## src/hw/rtl/tgg_pkg.sv

```systemverilog
package tgg_pkg;

    localparam int COORD_BITS  = 16;
    localparam int MAX_STROKES = 20;

    localparam int TYPE_BITS   = 16;
    localparam int CODE_BITS   = 16;
    localparam int VALUE_BITS  = 32;
    localparam int ZONE_BITS   = 4;
    localparam int COUNT_BITS  = 5;
    localparam int SPAN_BITS   = 16;
    localparam int BAND_BITS   = 2;

    localparam int IN_DATA_BITS   = 64;
    localparam int OUT_FIELD_BITS = ZONE_BITS + COUNT_BITS + 1 + 2 * SPAN_BITS;
    localparam int OUT_DATA_BITS  = ((OUT_FIELD_BITS + 7) / 8) * 8;
    localparam int OUT_PAD_BITS   = OUT_DATA_BITS - OUT_FIELD_BITS;

    localparam int WIDE_BITS = (COORD_BITS > SPAN_BITS) ? COORD_BITS : SPAN_BITS;

    localparam logic [COORD_BITS-1:0] COORD_MAX = '1;
    localparam logic [SPAN_BITS-1:0]  SPAN_MAX  = '1;

    // ceil(2^(COORD_BITS+1) / 3): exact quotient by three for any coordinate-wide value
    localparam logic [COORD_BITS-1:0] RECIP3 =
        COORD_BITS'(((64'd1 << (COORD_BITS + 1)) + 64'd2) / 64'd3);

    localparam logic [TYPE_BITS-1:0] EV_SYNC       = '0;
    localparam logic [CODE_BITS-1:0] CODE_X        = 16'd0;
    localparam logic [CODE_BITS-1:0] CODE_Y        = 16'd1;
    localparam logic [CODE_BITS-1:0] CODE_PRESSURE = 16'd24;

    localparam logic [BAND_BITS-1:0] BAND_LOW  = 2'd0;
    localparam logic [BAND_BITS-1:0] BAND_MID  = 2'd1;
    localparam logic [BAND_BITS-1:0] BAND_HIGH = 2'd2;

    typedef struct packed {
        logic                  is_sync;
        logic                  is_x;
        logic                  is_y;
        logic                  is_release;
        logic [COORD_BITS-1:0] coord;
    } item_t;

    typedef struct packed {
        logic [ZONE_BITS-1:0]  zone;
        logic                  gesture_end;
        logic [COUNT_BITS-1:0] stroke_count;
        logic                  overflow;
        logic [SPAN_BITS-1:0]  x_span;
        logic [SPAN_BITS-1:0]  y_span;
    } res_t;

    function automatic logic [COORD_BITS-1:0] span_of(
        input logic [COORD_BITS-1:0] lo,
        input logic [COORD_BITS-1:0] hi
    );
        return (hi >= lo) ? (hi - lo) : '0;
    endfunction

    function automatic logic [SPAN_BITS-1:0] sat_span(input logic [COORD_BITS-1:0] s);
        logic [WIDE_BITS-1:0] wide;
        wide = WIDE_BITS'(s);
        if (wide > WIDE_BITS'(SPAN_MAX)) begin
            return SPAN_MAX;
        end
        return wide[SPAN_BITS-1:0];
    endfunction

    function automatic logic [COORD_BITS-1:0] div3(input logic [COORD_BITS-1:0] n);
        logic [2*COORD_BITS-1:0] prod;
        prod = {{COORD_BITS{1'b0}}, n} * {{COORD_BITS{1'b0}}, RECIP3};
        return {1'b0, prod[2*COORD_BITS-1:COORD_BITS+1]};
    endfunction

    function automatic logic [BAND_BITS-1:0] band(
        input logic [COORD_BITS-1:0] p,
        input logic [COORD_BITS-1:0] lo,
        input logic [COORD_BITS-1:0] hi
    );
        logic [COORD_BITS-1:0] gap;
        logic [COORD_BITS-1:0] off;
        logic [COORD_BITS-1:0] third;
        logic [COORD_BITS-1:0] rem;
        logic [COORD_BITS-1:0] two_thirds;
        gap   = span_of(lo, hi);
        off   = (p > lo) ? (p - lo) : '0;
        off   = (off > gap) ? gap : off;
        third = div3(gap);
        rem   = gap - (third + (third << 1));
        two_thirds = (third << 1) + COORD_BITS'(rem[1:0] == 2'd2);
        if (off <= third) begin
            return BAND_LOW;
        end
        if (off <= two_thirds) begin
            return BAND_MID;
        end
        return BAND_HIGH;
    endfunction

endpackage

```

## src/hw/rtl/tgg_in_stage.sv

```systemverilog
module tgg_in_stage (
    input  logic                                aclk,
    input  logic                                aresetn,
    input  logic                                s_tvalid,
    output logic                                s_tready,
    input  logic [tgg_pkg::IN_DATA_BITS-1:0]    s_tdata,
    input  logic                                advance,
    output logic                                item_vld,
    output tgg_pkg::item_t                      item
);
    import tgg_pkg::*;

    logic                   vld_reg;
    logic                   vld_next;
    item_t                  item_reg;
    item_t                  item_next;
    logic [TYPE_BITS-1:0]   ev_type;
    logic [CODE_BITS-1:0]   ev_code;
    logic [VALUE_BITS-1:0]  ev_value;
    logic                   take;

    assign ev_type  = s_tdata[TYPE_BITS-1:0];
    assign ev_code  = s_tdata[TYPE_BITS+CODE_BITS-1:TYPE_BITS];
    assign ev_value = s_tdata[TYPE_BITS+CODE_BITS+VALUE_BITS-1:TYPE_BITS+CODE_BITS];

    assign s_tready = !vld_reg || advance;
    assign take     = s_tvalid && s_tready;

    always_comb begin
        item_next.is_sync    = (ev_type == EV_SYNC);
        item_next.is_x       = (ev_type != EV_SYNC) && (ev_code == CODE_X);
        item_next.is_y       = (ev_type != EV_SYNC) && (ev_code == CODE_Y);
        item_next.is_release = (ev_type != EV_SYNC) && (ev_code == CODE_PRESSURE)
                               && (ev_value == '0);
        if (ev_value[VALUE_BITS-1]) begin
            item_next.coord = '0;
        end else if (ev_value > VALUE_BITS'(COORD_MAX)) begin
            item_next.coord = COORD_MAX;
        end else begin
            item_next.coord = ev_value[COORD_BITS-1:0];
        end
    end

    always_comb begin
        if (take) begin
            vld_next = 1'b1;
        end else if (advance) begin
            vld_next = 1'b0;
        end else begin
            vld_next = vld_reg;
        end
    end

    always_ff @(posedge aclk) begin
        if (!aresetn) begin
            vld_reg <= 1'b0;
        end else begin
            vld_reg <= vld_next;
        end
    end

    always_ff @(posedge aclk) begin
        if (take) begin
            item_reg <= item_next;
        end
    end

    assign item_vld = vld_reg;
    assign item     = item_reg;

endmodule

```

## src/hw/rtl/tgg_tracker.sv

```systemverilog
module tgg_tracker (
    input  logic                aclk,
    input  logic                aresetn,
    input  logic                mode,
    input  logic                item_vld,
    input  tgg_pkg::item_t      item,
    input  logic                advance,
    output logic                res_vld,
    output tgg_pkg::res_t       res
);
    import tgg_pkg::*;

    logic [COORD_BITS-1:0] pending_x_reg, pending_x_next;
    logic [COORD_BITS-1:0] pending_y_reg, pending_y_next;
    logic                  seen_x_reg, seen_x_next;
    logic                  seen_y_reg, seen_y_next;
    logic [COORD_BITS-1:0] pos_x_reg, pos_x_next;
    logic [COORD_BITS-1:0] pos_y_reg, pos_y_next;
    logic                  pos_valid_reg, pos_valid_next;
    logic [ZONE_BITS-1:0]  current_zone_reg, current_zone_next;
    logic [COUNT_BITS-1:0] zone_count_reg, zone_count_next;
    logic                  over_flag_reg, over_flag_next;
    logic [COORD_BITS-1:0] min_x_reg, min_x_next;
    logic [COORD_BITS-1:0] max_x_reg, max_x_next;
    logic [COORD_BITS-1:0] min_y_reg, min_y_next;
    logic [COORD_BITS-1:0] max_y_reg, max_y_next;

    logic                  fire;
    logic                  pair_done;
    logic [COORD_BITS-1:0] sel_x;
    logic [COORD_BITS-1:0] sel_y;
    logic [BAND_BITS-1:0]  band_x;
    logic [BAND_BITS-1:0]  band_y;
    logic [ZONE_BITS-1:0]  zone_calc;

    assign fire      = item_vld && advance;
    assign pair_done = seen_x_reg && seen_y_reg;
    assign sel_x     = pair_done ? pending_x_reg : pos_x_reg;
    assign sel_y     = pair_done ? pending_y_reg : pos_y_reg;
    assign band_x    = band(sel_x, min_x_reg, max_x_reg);
    assign band_y    = band(sel_y, min_y_reg, max_y_reg);
    assign zone_calc = {2'b00, band_x} + {1'b0, band_x, 1'b0} + {2'b00, band_y}
                       + ZONE_BITS'(1);

    always_comb begin
        pending_x_next    = pending_x_reg;
        pending_y_next    = pending_y_reg;
        seen_x_next       = seen_x_reg;
        seen_y_next       = seen_y_reg;
        pos_x_next        = pos_x_reg;
        pos_y_next        = pos_y_reg;
        pos_valid_next    = pos_valid_reg;
        current_zone_next = current_zone_reg;
        zone_count_next   = zone_count_reg;
        over_flag_next    = over_flag_reg;
        min_x_next        = min_x_reg;
        max_x_next        = max_x_reg;
        min_y_next        = min_y_reg;
        max_y_next        = max_y_reg;

        res_vld          = 1'b0;
        res.zone         = '0;
        res.gesture_end  = 1'b0;
        res.stroke_count = zone_count_reg;
        res.overflow     = over_flag_reg;
        res.x_span       = sat_span(span_of(min_x_reg, max_x_reg));
        res.y_span       = sat_span(span_of(min_y_reg, max_y_reg));

        if (fire) begin
            priority if (!item.is_sync) begin
                priority if (item.is_x) begin
                    pending_x_next = item.coord;
                    seen_x_next    = 1'b1;
                end else if (item.is_y) begin
                    pending_y_next = item.coord;
                    seen_y_next    = 1'b1;
                end else if (item.is_release) begin
                    res_vld           = 1'b1;
                    res.gesture_end   = 1'b1;
                    pending_x_next    = '0;
                    pending_y_next    = '0;
                    seen_x_next       = 1'b0;
                    seen_y_next       = 1'b0;
                    pos_x_next        = '0;
                    pos_y_next        = '0;
                    pos_valid_next    = 1'b0;
                    current_zone_next = '0;
                    zone_count_next   = '0;
                    over_flag_next    = 1'b0;
                end else begin
                end
            end else if (!mode) begin
                if (seen_x_reg) begin
                    if (pending_x_reg > max_x_reg) begin
                        max_x_next = pending_x_reg;
                    end
                    if (pending_x_reg < min_x_reg) begin
                        min_x_next = pending_x_reg;
                    end
                end
                if (seen_y_reg) begin
                    if (pending_y_reg > max_y_reg) begin
                        max_y_next = pending_y_reg;
                    end
                    if (pending_y_reg < min_y_reg) begin
                        min_y_next = pending_y_reg;
                    end
                end
                seen_x_next = 1'b0;
                seen_y_next = 1'b0;
            end else begin
                seen_x_next = 1'b0;
                seen_y_next = 1'b0;
                if (pair_done) begin
                    pos_x_next     = pending_x_reg;
                    pos_y_next     = pending_y_reg;
                    pos_valid_next = 1'b1;
                end
                if ((pos_valid_reg || pair_done) && (zone_calc != current_zone_reg)) begin
                    current_zone_next = zone_calc;
                    if (zone_count_reg >= COUNT_BITS'(MAX_STROKES)) begin
                        over_flag_next = 1'b1;
                    end else begin
                        zone_count_next  = zone_count_reg + COUNT_BITS'(1);
                        res_vld          = 1'b1;
                        res.zone         = zone_calc;
                        res.stroke_count = zone_count_next;
                    end
                end
            end
        end
    end

    always_ff @(posedge aclk) begin
        if (!aresetn) begin
            pending_x_reg    <= '0;
            pending_y_reg    <= '0;
            seen_x_reg       <= 1'b0;
            seen_y_reg       <= 1'b0;
            pos_x_reg        <= '0;
            pos_y_reg        <= '0;
            pos_valid_reg    <= 1'b0;
            current_zone_reg <= '0;
            zone_count_reg   <= '0;
            over_flag_reg    <= 1'b0;
            min_x_reg        <= COORD_MAX;
            max_x_reg        <= '0;
            min_y_reg        <= COORD_MAX;
            max_y_reg        <= '0;
        end else begin
            pending_x_reg    <= pending_x_next;
            pending_y_reg    <= pending_y_next;
            seen_x_reg       <= seen_x_next;
            seen_y_reg       <= seen_y_next;
            pos_x_reg        <= pos_x_next;
            pos_y_reg        <= pos_y_next;
            pos_valid_reg    <= pos_valid_next;
            current_zone_reg <= current_zone_next;
            zone_count_reg   <= zone_count_next;
            over_flag_reg    <= over_flag_next;
            min_x_reg        <= min_x_next;
            max_x_reg        <= max_x_next;
            min_y_reg        <= min_y_next;
            max_y_reg        <= max_y_next;
        end
    end

    a_count_bound: assert property (@(posedge aclk) disable iff (!aresetn)
        zone_count_reg <= COUNT_BITS'(MAX_STROKES))
        else $error("stroke count above limit");

    a_over_at_limit: assert property (@(posedge aclk) disable iff (!aresetn)
        over_flag_reg |-> (zone_count_reg == COUNT_BITS'(MAX_STROKES)))
        else $error("overflow flagged below stroke limit");

    a_zone_range: assert property (@(posedge aclk) disable iff (!aresetn)
        (res_vld && !res.gesture_end) |-> ((res.zone != '0) && (res.zone <= ZONE_BITS'(9))))
        else $error("zone result out of range");

    a_no_pos_no_zone: assert property (@(posedge aclk) disable iff (!aresetn)
        !pos_valid_reg |-> ((current_zone_reg == '0) && (zone_count_reg == '0)))
        else $error("zone state without a position");

    a_count_step: assert property (@(posedge aclk) disable iff (!aresetn)
        (fire && res_vld && !res.gesture_end) |=> (zone_count_reg == $past(zone_count_reg) + COUNT_BITS'(1)))
        else $error("zone result without count step");

endmodule

```

## src/hw/rtl/touch_grid_gesture_tracker.sv

```systemverilog
// Touchpad gesture tracker. Each s_ transaction carries one input event; sync events
// (type 0) close a report. With mode 0 a sync widens the calibrated X/Y extents; with
// mode 1 a sync that has a position places it in a 3x3 grid of the calibrated span and
// sends the zone (1..9) when it changes, up to MAX_STROKES zones per gesture. A pressure
// release (code 24, value 0) sends an end result with m_tlast high, the stroke count,
// the overflow flag and both spans, then clears the gesture. One event is taken every
// clock cycle: the event is decoded and its coordinate clamped into an input register,
// then the tracker logic (span, a constant multiply for the thirds of the span,
// compares) fills the result register, which drives m_. Input stalls only while the
// result register holds a result that m_tready has not taken. Write cfg_wr_data
// (mode) only while no event is in flight.
module touch_grid_gesture_tracker (
    input  logic                                aclk,
    input  logic                                aresetn,
    input  logic                                cfg_wr_en,
    input  logic                                cfg_wr_data,
    input  logic                                s_tvalid,
    output logic                                s_tready,
    // event_type[15:0], event_code[31:16], event_value[63:32]
    input  logic [tgg_pkg::IN_DATA_BITS-1:0]    s_tdata,
    output logic                                m_tvalid,
    input  logic                                m_tready,
    // zone[3:0], stroke_count[8:4], overflow[9], x_span[25:10], y_span[41:26], zeros above
    output logic [tgg_pkg::OUT_DATA_BITS-1:0]   m_tdata,
    output logic                                m_tlast
);
    import tgg_pkg::*;

    logic   mode_reg;
    logic   out_vld_reg;
    logic   out_vld_next;
    res_t   out_reg;
    logic   advance;
    logic   item_vld;
    item_t  item;
    logic   res_vld;
    res_t   res;

    assign advance = !out_vld_reg || m_tready;

    tgg_in_stage u_in_stage (
        .aclk     (aclk),
        .aresetn  (aresetn),
        .s_tvalid (s_tvalid),
        .s_tready (s_tready),
        .s_tdata  (s_tdata),
        .advance  (advance),
        .item_vld (item_vld),
        .item     (item)
    );

    tgg_tracker u_tracker (
        .aclk     (aclk),
        .aresetn  (aresetn),
        .mode     (mode_reg),
        .item_vld (item_vld),
        .item     (item),
        .advance  (advance),
        .res_vld  (res_vld),
        .res      (res)
    );

    always_ff @(posedge aclk) begin
        if (!aresetn) begin
            mode_reg <= 1'b0;
        end else if (cfg_wr_en) begin
            mode_reg <= cfg_wr_data;
        end
    end

    always_comb begin
        if (advance) begin
            out_vld_next = item_vld && res_vld;
        end else begin
            out_vld_next = out_vld_reg;
        end
    end

    always_ff @(posedge aclk) begin
        if (!aresetn) begin
            out_vld_reg <= 1'b0;
        end else begin
            out_vld_reg <= out_vld_next;
        end
    end

    always_ff @(posedge aclk) begin
        if (advance && item_vld && res_vld) begin
            out_reg <= res;
        end
    end

    assign m_tvalid = out_vld_reg;
    assign m_tlast  = out_reg.gesture_end;
    assign m_tdata  = {{OUT_PAD_BITS{1'b0}}, out_reg.y_span, out_reg.x_span,
                       out_reg.overflow, out_reg.stroke_count, out_reg.zone};

endmodule
```

## config.mk

```make
export PLATFORM = sky130hd
export DESIGN_NAME = touch_grid_gesture_tracker
export DESIGN_NICKNAME = d
export VERILOG_FILES = /design/src/hw/rtl/tgg_pkg.sv /design/src/hw/rtl/tgg_in_stage.sv /design/src/hw/rtl/tgg_tracker.sv /design/src/hw/rtl/touch_grid_gesture_tracker.sv
export SDC_FILE = /design/constraint.sdc
export NUM_CORES = 1
export LEC_CHECK = 0
export ABC_CLOCK_PERIOD_IN_PS = 12180
export BUFFER_PORTS_ARGS = -buffer_cell sky130_fd_sc_hd__buf_2
export CAP_MARGIN = 15
export CORE_ASPECT_RATIO = 0.75
export CORE_MARGIN = 5
export CORE_UTILIZATION = 38
export CTS_BUF_LIST = sky130_fd_sc_hd__clkbuf_4
export CTS_CLUSTER_SIZE = 12
export DETAILED_ROUTE_END_ITERATION = 10
export PLACE_DENSITY_LB_ADDON = 0.08
export REMOVE_ABC_BUFFERS = 1
export SETUP_SLACK_MARGIN = 0.2
export SYNTH_ARGS = -nofsm -noshare
export SYNTH_HDL_FRONTEND = slang
export SYNTH_SLANG_ARGS = --single-unit
```

## constraint.sdc

```tcl
create_clock -name aclk -period 12.18 [get_ports aclk]
set_input_delay 2.436 -clock aclk [delete_from_list [all_inputs] [get_ports aclk]]
set_output_delay 2.436 -clock aclk [all_outputs]
set_load 0.005 [all_outputs]
```

* After elaboration in Yosys (flattened, before gate mapping) *
Index checks and enable logic that the tools add are counted.

storage, ports and cells
  bits in registers = 207
  bits of input ports = 70
  output and inout port bits = 51
  logic and storage cells = 198

cells by class
  add/sub/neg operators = 14
  multiply operators = 2
  order comparisons = 18
  eq/ne operators = 13
  mux-type cells = 78
  bitwise operators = 5
  reductions and logical operators = 40

operator list
  operator                count
  $mux 16                 22
  $gt 16x16->1            6
  $mul 16x16->32 const B  2
  $sub 16x16->16          4
  $mux 5                  9
  $mux 1                  33
  $add 16x1->16           2
  $ge 16x16->1            2
  $gt 16x16->1 const B    2
  $gt 32x16->1 const B    1
  $le 16x15->1            2
  $le 16x16->1            2
  $logic_not 16->1        2
  $logic_not 32->1        1
  $lt 16x16->1            2
  $reduce_and 5->1        5
  $mux 4                  6
  $eq 16x1->1 const B     1
  $eq 16x5->1 const B     1
  $mux 2                  8
  $reduce_bool 16->1      1
  $ne 2x1->1 const B      6
  $reduce_and 4->1        3
  $reduce_and 6->1        2
  other kinds (21)        45

* Depth between registers and ports, before layout *
Gate-level depths: netlist of the first run.

  word-level depth = 22
  depth in mapped cells = 55
  gate-level depth less buffers = 55

* By module *
A second synthesis of the first run with hierarchy kept.

unflattened totals
  cell total of the unflattened synthesis = 2729
  area, all modules = 24806.3 µm²

modules (own cells, without submodules)
  module                      times used  cells an instance  area each (µm²)  sequential area each (µm²)
  tgg_tracker                 1           2584               22320.2          2822.7
  touch_grid_gesture_tracker  1           58                 1438.9           1331.3
  tgg_in_stage                1           87                 1047.3           620.6

* Worst setup path after synthesis of the first run *
No wires, ideal clock.

  kind = flip-flop to flip-flop
  start = reg u_tracker.max_x_reg[0]
  end = reg out_reg (netlist bit m_tdata[0]), enable pin
  library setup time = 0.560 ns
  data arrival time = 12.323 ns
  required time = 11.620 ns
  slack = -0.703 ns
  cell stages (with the launch flop) = 48
  period minus slack after synthesis = 12.883 ns
  cell sequence = dfxtp_1 inv_1 ha_1 fa_1 nand2b_1 o2bb2ai_2 a2111oi_4 o21ba_2 nor2_1 clkbuf_1 or3b_2 inv_1 ha_1 fa_1 inv_1 fa_1 inv_1 fa_1 [12 not listed] a21o_1 a2111oi_0 o21ai_0 o211ai_1 a31oi_1 o31ai_1 o41ai_1 o21ai_1 fa_1 inv_1 ha_1 inv_1 fa_1 xnor2_1 o41ai_1 nor2b_1 nand2_1 nand2_1

between the ends
  longest elaborated chain between the ends = 22
  elaborated cells between the ends (all ways) = 28

RTL lines
  what                                                   RTL line                          source
  start: declaration                                     tgg_tracker.sv:24                 logic [COORD_BITS-1:0] max_x_reg, max_x_next;
  start signal: assignment                               tgg_tracker.sv:162                max_x_reg <= max_x_next;
  $sub 16x16->16 / $ge 16x16->1 (equally long branches)  tgg_pkg.sv:58                     return (hi >= lo) ? (hi - lo) : '0;
  $mux 16 (*)                                            tgg_pkg.sv:58
  $mul 16x16->32                                         tgg_pkg.sv:72                     prod = {{COORD_BITS{1'b0}}, n} * {{COORD_BITS{1'b0}}, RECIP3};
  $add 2x2->2                                            tgg_pkg.sv:90                     rem = gap - (third + (third << 1));
  $sub 2x2->2                                            tgg_pkg.sv:90
  $eq 2x2->1                                             tgg_pkg.sv:91                     two_thirds = (third << 1) + COORD_BITS'(rem[1:0] == 2'd2);
  $add 16x1->16                                          tgg_pkg.sv:91
  $le 16x16->1                                           tgg_pkg.sv:95                     if (off <= two_thirds) begin
  [6 not listed]                                         --
  $add 4x1->4 (*)                                        tgg_tracker.sv:43                 + ZONE_BITS'(1);
  $ne 4x4->1 (*)                                         tgg_tracker.sv:119                if ((pos_valid_reg || pair_done) && (zone_calc != current_zone_reg)) begin
  $logic_and 1x1->1 (*)                                  tgg_tracker.sv:119
  $mux 1 (*)                                             tgg_tracker.sv:119
  $mux 1 (*)                                             tgg_tracker.sv:92                 end else if (!mode) begin
  $mux 1 (*)                                             tgg_tracker.sv:70                 priority if (!item.is_sync) begin
  $mux 1 (*)                                             tgg_tracker.sv:69                 if (fire) begin
  $logic_and 1x1->1 (*)                                  touch_grid_gesture_tracker.sv:88  if (advance && item_vld && res_vld) begin
  end signal: assignment                                 touch_grid_gesture_tracker.sv:89  out_reg <= res;
  end: declaration                                       touch_grid_gesture_tracker.sv:32  res_t out_reg;

Every way passes the cells marked *; elsewhere a longest branch is shown, timed or not. The select of a mux whose other input is x is not followed.
A chain may end at the register's enable or synchronous reset.

* Final worst setup path of the first run *
  start = reg u_tracker.max_x_reg[9]
  end = reg out_reg (netlist bit m_tdata[1]) (data pin)

between the ends
  longest elaborated chain between the ends = 19
  elaborated cells between the ends (all ways) = 25

RTL lines
  what                                                   RTL line            source
  $sub 16x16->16 / $ge 16x16->1 (equally long branches)  tgg_pkg.sv:58
  $mux 16 (*)                                            tgg_pkg.sv:58
  $mul 16x16->32                                         tgg_pkg.sv:72
  $add 2x2->2                                            tgg_pkg.sv:90
  $sub 2x2->2                                            tgg_pkg.sv:90
  $eq 2x2->1                                             tgg_pkg.sv:91
  $add 16x1->16                                          tgg_pkg.sv:91
  $le 16x16->1                                           tgg_pkg.sv:95
  [3 not listed]                                         --
  $mux 2 (*)                                             tgg_pkg.sv:95
  $add 2x3->4 (*)                                        tgg_tracker.sv:42   assign zone_calc = {2'b00, band_x} + {1'b0, band_x, 1'b0} + {2'b00, band_y}
  $add 4x2->4 (*)                                        tgg_tracker.sv:42
  $add 4x1->4 (*)                                        tgg_tracker.sv:43
  $ne 4x4->1                                             tgg_tracker.sv:119
  $logic_and 1x1->1                                      tgg_tracker.sv:119
  $not 1->1 (no source line)                             --
  $reduce_or 5->1 (no source line)                       --

Marks and branches as above.

==> results of run 1 <==
where the power goes:
part | switching [mW] | leakage (nW) | total (mW) | internal, mW
Clock | 0.311 | 0.442 | 0.658 | 0.347
Combinational | 0.0351 | 12.4 | 0.0592 | 0.0242
Sequential | 0.0121 | 1.76 | 0.729 | 0.717
how the worst min path moves through the flow:
stage / depth (start not counted) / from / endpoint / slack, ps
5_1_grt: 2 / u_tracker.current_zone_reg[0] / u_tracker.current_zone_reg[0] / 510
3_3_place_gp: 2 / u_tracker.current_zone_reg[0] / u_tracker.current_zone_reg[0] / 460
3_5_place_dp: 2 / u_tracker.current_zone_reg[0] / u_tracker.current_zone_reg[0] / 460
2_1_floorplan: 0 / u_tracker.over_flag_reg / m_tdata[9] / 410
4_1_cts: 2 / u_tracker.current_zone_reg[0] / u_tracker.current_zone_reg[0] / 470
6_report: 2 / u_tracker.current_zone_reg[1] / u_tracker.current_zone_reg[1] / 470
worst min-delay path, cell delays in order (launching register included):
cell and delay, ps:
dfxtp_1 320, nand2_1 60, a21oi_1 50
kinds of logic (layout without fill, tap and decap cells):
group	count (synthesis)	after routing	synth area share (%)
flops	207	207	19.55
other cells	1	13	0.01535
buf+inv	470	779	7.483
simple gates	645	645	12.90
mux	64	64	2.843
compound gates	595	595	16.29
xor+xnor	75	75	2.689
fa+ha+maj	647	647	38.24
cell usage after synthesis, types with 47 or more instances:
cell and instances:
ha_1 481, inv_1 396, nor2_1 203, fa_1 166, a21oi_1 149, dfxtp_1 144, nand2_1 126, o21ai_0 91
a21o_1 75, o211ai_1 72, nand3_1 66, edfxtp_1 63, nor3_1 56, clkbuf_1 48, a22oi_1 47
stage by stage:
stage / setup TNS [ps] / hold slack (ps) / cell area [sq um] / setup WS (ps) / util [%]
after CTS: 0 / 473.3 / 27760 / 235.8 / 43.61
after floorplan: -26840 / 409.0 / 24120 / -598.9 / -
final: 0 / 469.2 / 28780 / 601.1 / 45.21
after global placement: -6880 / 458.1 / 26770 / -168.5 / 42.05
after detailed placement: -14070 / 463.7 / 26770 / -284.1 / 42.05
after global routing: 0 / 506.0 / 28780 / 119.2 / 45.21
routing by layer:
layer / up-vias / routed length, microns / GRT usage [%]
met2: 547 / 30310 / 29.88
met5: - / 0 / 0
met3: 86 / 4940 / 4.639
li1: 10110 / - / -
met4: 0 / 1219 / 4.127
met1: 9863 / 40730 / 34.50
final cells by class:
type / instances / area, sq um / share of cell area (%)
Timing Repair Buffer: 279 / 1897 / 6.591
Antenna cell: 7 / 17.52 / 0.06087
Tap cell: 861 / 1077 / 3.743
Clock inverter: 13 / 82.58 / 0.2869
Inverter: 399 / 1509 / 5.243
Clock buffer: 88 / 660.6 / 2.296
Sequential cell: 207 / 4792 / 16.65
Multi-Input combinational cell: 2032 / 18740 / 65.13
timing repair:
| item | in CTS | in global routing |
|---|---|---|
| buffers inserted | 11 | 21 |
| resized for setup | 38 | 177 |
| pin swaps | 18 | 94 |
| cloned | 1 | 0 |
| endpoints found under the hold margin | 0 | 0 |
| hold buffers | 0 | 0 |
| endpoints found under the setup margin | 63 | 63 |
==> impl_results.md, run 1 <==
* Worst-path clk slew at 60 ps
* FF+latch count, synth at 207
* Finished Layout Cells at 3,886
* Largest net degree at the start of global routing at 108
* CTS Buffer Depth at 3
* Outcome: complete, no violations
* Total GRT Usage at 21.70%
* Drt first pass iters at 5
* Vias at 20,610
* Post-route ant nets at 0
* CTS Sinks at a little over 200
* Most frequent cells in the layout: 442 x ha_1, 377 x inv_1, 191 x nor2_1
* Synth top area share at 24.64%
* Most used DFF post-synth: dfxtp_1
* Clk Latency, worst-skew pair at 810 ps
* Final wirelength at slightly below 80,000 microns
* Max_cap viols at 0
* Largest area contributor in the netlist: ha_1
* RR Endpoint: m_tdata[1]
* Synthesized area at 24,430 sq um
* Critical-path top delay cell: fa_2
* CP required at around 13,000 ps
* Unrepaired setup endpoints after global routing: no
* Post-synth cell types at 88
* DRC violations left at 0
* Worst Reg2Reg Path Length in Cells at 49
* Final min period at 11,580 ps
* Worst path bufs/invs at 10
* Initial DRC Count at approximately 1,300
* Pleak at 14.59 nW
* Tot Pwr at 1.446 mW
* Clk_skew at approximately 43 ps
* Worst setup path startpoint: u_tracker.max_x_reg[9]
* Final setup fails at 0
* DP Cell Count at 3,742
* CTS tree: done
* Post-Synthesis Cells at 2,704
* # rows at 80
* Warnings from Yosys at 0
* Pwr dens at 50.24 nW/um^2
* Ports at 121
* Worst EP arrival at 12,090 ps
* FMAX at 86.36 MHz
* Gp weighted congestion at just over 0.9
* Relative slew slack at 25.92%
* Core Region at 63,660 sq um
* Post-synth EDFFs at 63
* H-tree Lvls at 2
* Share of layout cells above drive strength 1 at 20.01%
* Die Span Y at 229.6 microns
* Filler instances at 6,349
* CTS Root Cell: clkbuf_4
* Die area at 69,510 sq um
* Max reg flops at 42
* Seq/Total Area, Yosys at between 10% and 20%
* FF-to-FF Start: u_tracker.max_x_reg[9]
* Top cells by area, synth: ha_1 25%, fa_1 14%, dfxtp_1 12%
* Fin nets at around 3,700
* PortBufs at 114
* Critical Path End Type: flop
* Flop2flop setup slack at 600 ps
* Initial antenna violation count at 3
* Fin. Hold Viols at 0
* Critical path class: flop to flop
* Commonest non-fill, non-tap cell in the layout: ha_1
* Post-synthesis area per instance at 9.034 sq um
* Critical path depth in cells at 49
* Worst-path maximum fanout at 8
* Vias per cell at 5.303
* Post-DP HPWL at 63,560 microns
* Vias in the first global route at 20,700
* Slew Viols, Final at 0
* Crit path capture: m_tdata[1]
* Initial Utilization at 38.37%
* Area Overhead vs Synth at 17.81%
* WL/cell at ~20 microns
* Final period util at 95.07%
* Startpoint Class: flop
* Class of the worst hold path: flop to flop
* Worst-margin pin slew at 1104 ps
* Overflow after GRT at 0
* DIE WIDTH at 302.8 microns
* Cts bufs inserted at 61
* Post-synth ARST share at 0%
* First-pass GRT wire length at ~120,000 microns
* Top delay family on crit path: adder cells
* Max incr delay on CP at 600 ps
* VDD IR max at 0.05732 mV
Note: power is estimated with default switching activity, not from simulation.
==> inputs of run 2 (changes only) <==
--- a/config.mk
+++ b/config.mk
@@ -11,7 +11,6 @@
 export CORE_ASPECT_RATIO = 0.75
 export CORE_MARGIN = 5
 export CORE_UTILIZATION = 38
-export CTS_BUF_LIST = sky130_fd_sc_hd__clkbuf_4
 export CTS_CLUSTER_SIZE = 12
 export DETAILED_ROUTE_END_ITERATION = 10
 export PLACE_DENSITY_LB_ADDON = 0.08
==> impl_results.md, run 2 (synthesized netlist as in run 1, its figures left out) <==
* Outcome: complete, no violations
* DRC violations left at 0 (unchanged)
* N_diodes at 0 (-7)
* Worst-path clk slew at 60 ps (about the same)
* Class of the worst hold path: flop to flop
* Drt first pass iters at 5 (unchanged)
* Area Overhead vs Synth at 18.30%
* Max incr delay on CP at 540 ps (-60 ps)
* Worst path bufs/invs at 11 (+1)
* WL/cell at 20.12 microns (+1.3%)
* Final min period at 11,530 ps (-46.31 ps)
* Final setup fails at 0 (unchanged)
* Worst hold slack at 468.5 ps (-0.7070 ps)
* Core Region at 63,660 sq um (unchanged)
* H-tree Lvls at 1 (-1)
* Fin nets at 3,659 (-1.0%)
* Overflow after GRT at 0 (unchanged)
* # rows at 80 (unchanged)
* Critical-path top delay cell: fa_1
* DP Cell Count at 3,742 (unchanged)
* Critical Path End Type: flop
* Die area at 69,510 sq um (unchanged)
* CTS Sinks at 207 (unchanged)
* Largest net degree at the start of global routing at 108 (unchanged)
* Vias in the first global route at 20,400 (-1.4%)
* Max_cap viols at 0 (unchanged)
* Top delay family on crit path: adder cells
* Finished Layout Cells at 3,825 (-1.6%)
* CP required at 12,680 ps (about the same)
* VDD IR max at 0.1066 mV (+86%)
* Final period util at 94.68% (-0.38 points)
* Worst-margin pin slew at 1088 ps (-15.51 ps)
* Clk Latency, worst-skew pair at 560 ps (-250 ps)
* Fin. Hold Viols at 0 (unchanged)
* Initial Utilization at 38.37% (unchanged)
* Most used cell, CP: inv_1
* CTS Root Cell: clkbuf_16
* Cts bufs inserted at 28 (-54%)
* Ports at 121 (unchanged)
* Hold_buf cts at 0 (unchanged)
* Slew Viols, Final at 0 (unchanged)
* Vias per cell at 5.318 (+0.29%)
* CTS tree: done
* Pleak at 14.61 nW (about the same)
* Final WS setup at 647.4 ps (+46.31 ps)
* Vias at 20,340 (-1.3%)
* Critical path class: flop to flop
* Most frequent cells in the layout: 448 x ha_1, 379 x inv_1, 192 x nor2_1
* Die Span Y at 229.6 microns (unchanged)
* Gp weighted congestion at 0.9286 (unchanged)
* Worst slack, placed at -284.1 ps (unchanged)
* Post-route ant nets at 0 (unchanged)
* Initial antenna violation count at 1 (-2)
* Worst EP arrival at 12,030 ps (-60 ps)
* Post-DP HPWL at 63,560 microns (unchanged)
* Initial DRC Count at 1,292 (+1.5%)
* Commonest non-fill, non-tap cell in the layout: ha_1
* First-pass GRT wire length at 118,100 microns (-0.33%)
* Max reg flops at 42 (unchanged)
* Final wirelength at 76,940 microns (-0.33%)
* DIE WIDTH at 302.8 microns (unchanged)
* Relative slew slack at 26.96% (+1.0 points)
* Startpoint Class: flop
* Total GRT Usage at 21.52% (-0.18 points)
* CTS Buffer Depth at 3 (unchanged)
* FMAX at 86.71 MHz (+0.40%)
* Share of layout cells above drive strength 1 at 18.35% (-1.7 points)
* Pwr dens at 56.80 nW/um^2 (+13%)
* Unrepaired setup endpoints after global routing: no
* Clk_skew at 10.25 ps (-32.69 ps)
* PortBufs at 114 (unchanged)
* Worst-path maximum fanout at 4 (-4)
-- run 2: cell type report --
type                            count  area (sq um)
Timing Repair Buffer              274          1859
Multi-Input combinational cell   2032         18700
Sequential cell                   207          4788
Clock buffer                       37         830.8
Clock inverter                     15         141.4
Inverter                          399          1506
Fill cell                        6321         34760
Tap cell                          861          1077
-- run 2: worst register-to-register path: cells and delay by family (launching register included) --
kind,cells,cell delay [ps]
AND/OR/NAND/NOR,11,1590
XOR/XNOR,3,500
AO/OA/AOI/OAI,18,3420
adder cells (fa/ha/maj),13,4650
buffers and inverters,11,1000
flip-flops,1,320
-- run 2: routing by layer --
metal,wire length (microns),up-vias,GRT usage [%]
li1,-,9990,-
met1,41410,9791,34.69
met2,29980,490,29.92
met3,4482,70,3.986
met4,1069,0,3.293
met5,0,-,0
-- run 2: timing repair --
item | 4_1_cts | 5_1_grt
endpoints found under the hold margin | 0 | 0
gates resized for setup | 39 | 155
cloned | 1 | 0
setup buffers | 11 | 16
setup endpoints to repair | 63 | 63
pin swaps | 17 | 85
-- run 2: worst paths after layout --
path | end | start | cells after the start | slack, ps
setup / recovery | u_tracker.zone_count_reg[3] | u_tracker.max_y_reg[0] | 56 | 650
hold / removal | u_tracker.current_zone_reg[1] | u_tracker.current_zone_reg[1] | 2 | 470
setup reg to reg | u_tracker.zone_count_reg[3] | u_tracker.max_y_reg[0] | 56 | 650
hold reg to reg | u_tracker.current_zone_reg[1] | u_tracker.current_zone_reg[1] | 2 | 470
-- run 2: where the power goes --
| group | internal, mW | switching, mW | leakage (nW) |
|---|---|---|---|
| clock | 0.522 | 0.332 | 0.481 |
| sequential | 0.717 | 0.0121 | 1.76 |
| combinational | 0.0241 | 0.0350 | 12.4 |
-- run 2: through the flow --
| step | TNS (ps) | util, % | power (mW) | area, sq um |
|---|---|---|---|---|
| 2_1_floorplan | -26840 | - | 0.7669 | 24120 |
| 3_3_place_gp | -6880 | 42.05 | 0.8002 | 26770 |
| 3_5_place_dp | -14070 | 42.05 | 0.8014 | 26770 |
| 4_1_cts | 0 | 43.97 | 1.665 | 27990 |
| 5_1_grt | 0 | 45.40 | 1.700 | 28900 |
| 6_report | 0 | 45.40 | 1.642 | 28900 |
==> inputs of run 3 (changes only) <==
--- a/config.mk
+++ b/config.mk
@@ -5,12 +5,12 @@
 export SDC_FILE = /design/constraint.sdc
 export NUM_CORES = 1
 export LEC_CHECK = 0
-export ABC_CLOCK_PERIOD_IN_PS = 12180
+export ABC_CLOCK_PERIOD_IN_PS = 11500
 export BUFFER_PORTS_ARGS = -buffer_cell sky130_fd_sc_hd__buf_2
 export CAP_MARGIN = 15
 export CORE_ASPECT_RATIO = 0.75
 export CORE_MARGIN = 5
-export CORE_UTILIZATION = 38
+export CORE_UTILIZATION = 55
 export CTS_CLUSTER_SIZE = 12
 export DETAILED_ROUTE_END_ITERATION = 10
 export PLACE_DENSITY_LB_ADDON = 0.08
==> constraint.sdc (replaced) <==
create_clock -name aclk -period 11.5 [get_ports aclk]
set_input_delay 2.3 -clock aclk [delete_from_list [all_inputs] [get_ports aclk]]
set_output_delay 2.3 -clock aclk [all_outputs]
set_load 0.005 [all_outputs]
==> impl_results.md, run 3 (synthesized netlist as in run 1, its figures left out) <==
* Internal power at 1.241 mW (-1.7%)
* Top delay family on crit path: adder cells
* Commonest non-fill, non-tap cell in the layout: ha_1
* Area Overhead vs Synth at 25.34%
* CTS Buffer Depth at 3 (unchanged)
* Total GRT Usage at 30.80% (+9.3 points)
* Worst-path maximum fanout at 6 (+2)
* Class of the worst hold path: flop to flop
* PortBufs at 114 (unchanged)
* Vias per cell at 5.747 (+8.1%)
* Pleak at 16.03 nW (+9.8%)
* Slew Viols, Final at 0 (unchanged)
* Vias at 21,950 (+7.9%)
* Outcome: finished, violations left
* Overflow after GRT at 0 (unchanged)
* WL met2 at 32,310 microns (+7.7%)
* Vias in the first global route at 22,190 (+8.7%)
* Max reg flops at 42 (unchanged)
* Psw at 395.1 uW (+4.4%)
* Fin. Hold Viols at 0 (unchanged)
* Hold_buf cts at 0 (unchanged)
* WL/cell at 20.00 microns (-0.59%)
* # rows at 66 (-18%)
* Core Region at 43,600 sq um (-32%)
* H-tree Lvls at 1 (unchanged)
* Max incr delay on CP at 600 ps (+60 ps)
* Worst-margin pin slew at 1176 ps (+88.07 ps)
* Share of layout cells above drive strength 1 at 25.17% (+6.8 points)
* Fin nets at 3,940 (+7.7%)
* Worst EP arrival at 11,990 ps (-40 ps)
* Initial Utilization at 56.03% (+18 points)
* Max_cap viols at 0 (unchanged)
* Die area at 48,770 sq um (-30%)
* Met3 WL at 6448 microns (+44%)
* Critical Path End Type: flop
* Drt first pass iters at 5 (unchanged)
* Wl on met1 at 35,840 microns (-13%)
* VDD IR max at 0.1020 mV (-4.3%)
* DIE WIDTH at 253.4 microns (-16%)
* CTS tree: done
* Post-route ant nets at 0 (unchanged)
* Worst-path clk slew at 60 ps (about the same)
* Clock power share at 49.0% (-3.0 points)
* Largest net degree at the start of global routing at 74 (-31%)
* Initial antenna violation count at 1 (unchanged)
* Clk Latency, worst-skew pair at 570 ps (about the same)
* Final min period at 11,650 ps (+119.0 ps)
* Relative slew slack at 20.55% (-6.4 points)
* Logic pwr share at 3.9% (+0.3 points)
* Unrepaired setup endpoints after global routing: yes
* Die Span Y at 192.5 microns (-16%)
* Worst hold slack at 467.4 ps (-1.100 ps)
* CP required at 11,830 ps (-850 ps)
* CTS Root Cell: clkbuf_16
* First-pass GRT wire length at 119,200 microns (+0.96%)
* DRC violations left at 0 (unchanged)
* Clk_skew at 26.91 ps (+16.67 ps)
* CTS Sinks at 207 (unchanged)
* Ports at 121 (unchanged)
* N_diodes at 0 (unchanged)
* Final setup fails at 57 (+57)
* Most frequent cells in the layout: 456 x ha_1, 418 x buf_4, 375 x inv_1
* Critical-path top delay cell: fa_2
* Final period util at 101.3% (+6.6 points)
* Final WS setup at -151.7 ps (-799.0 ps)
* Sequential group share of total power at 47.1% (+2.7 points)
* Highest routed metal layer: met4
* Final wirelength at 76,390 microns (-0.72%)
* FMAX at 85.82 MHz (-1.0%)
* Net Sw Frac at 24.15% (+1.1 points)
* Pwr dens at 53.44 nW/um^2 (-5.9%)
* Cts bufs inserted at 25 (-11%)
* Post-DP HPWL at 62,670 microns (-1.4%)
* Setup TNS at -4371 ps (-4371 ps)
* Critical path class: flop to flop
* Gp weighted congestion at 0.9950 (+7.2%)
* Failing checks: setup timing
* Startpoint Class: flop
* Worst path bufs/invs at 11 (unchanged)
* Initial DRC Count at 1,600 (+24%)
run 3: changes by cell type in the layout (fill, tap and decap cells not counted), moves of 6 or more:
cell / before / now
a21oi_1: 141 / 133
a21oi_2: 7 / 15
buf_4: 151 / 418
buf_6: 4 / 18
clkbuf_1: 1 / 7
ha_1: 448 / 456
ha_2: 11 / 5
o21ai_0: 81 / 72
o21ai_1: 14 / 21
run 3: metal layers:
metal,vias to the layer above,track usage [%]
met5,-,0
met4,0,7.202
met3,94,6.467
met2,755,46.87
met1,10570,45.16
li1,10540,-
run 3: power by group through the flow:
| stage | clock (mW) | combinational, mW | sequential [mW] |
|---|---|---|---|
| after global routing | 0.843 | 0.0710 | 0.771 |
| after CTS | 0.812 | 0.0620 | 0.771 |
| after detailed placement | 0 | 0.0605 | 0.787 |
| after global placement | 0 | 0.0588 | 0.786 |
| final | 0.801 | 0.0640 | 0.771 |
| after floorplan | 0 | 0.0310 | 0.781 |
run 3: cell type report:
class	count	area, sq um
well taps	578	723.2
repair buffers	558	4094
flip-flops and latches	207	4783
clock buffers	35	704.4
fillers	3484	12980
multi-input cells	2032	18700
clock inverters	11	108.9
inverters	399	1508
run 3: repair_timing:
item,4_1_cts,5_1_grt
cloned,1,3
setup endpoints to repair,63,63
setup buffers,45,10
gates resized for setup,143,69
pin swaps,105,34
run 3: final timing paths:
kind	start	end	slack [ps]	cells past startpoint
worst max-delay path	u_tracker.max_x_reg[0]	m_tdata[7]	-150	49
worst min-delay path	u_tracker.over_flag_reg	m_tdata[9]	470	0
worst max register to register	u_tracker.max_x_reg[0]	m_tdata[7]	-150	49
worst min register to register	u_tracker.over_flag_reg	m_tdata[9]	470	0
run 3: stage by stage:
step	utilization [%]	setup WS, ps	instances	area, sq um	total power [mW]
2_1_floorplan	-	-1279	2638	24120	0.8123
3_3_place_gp	64.95	-511.4	3713	28320	0.8452
3_5_place_dp	64.98	-733.3	3714	28330	0.8473
4_1_cts	69.18	-46.31	3806	30160	1.645
5_1_grt	70.23	-571.1	3820	30620	1.685
6_report	70.23	-151.7	3820	30620	1.636
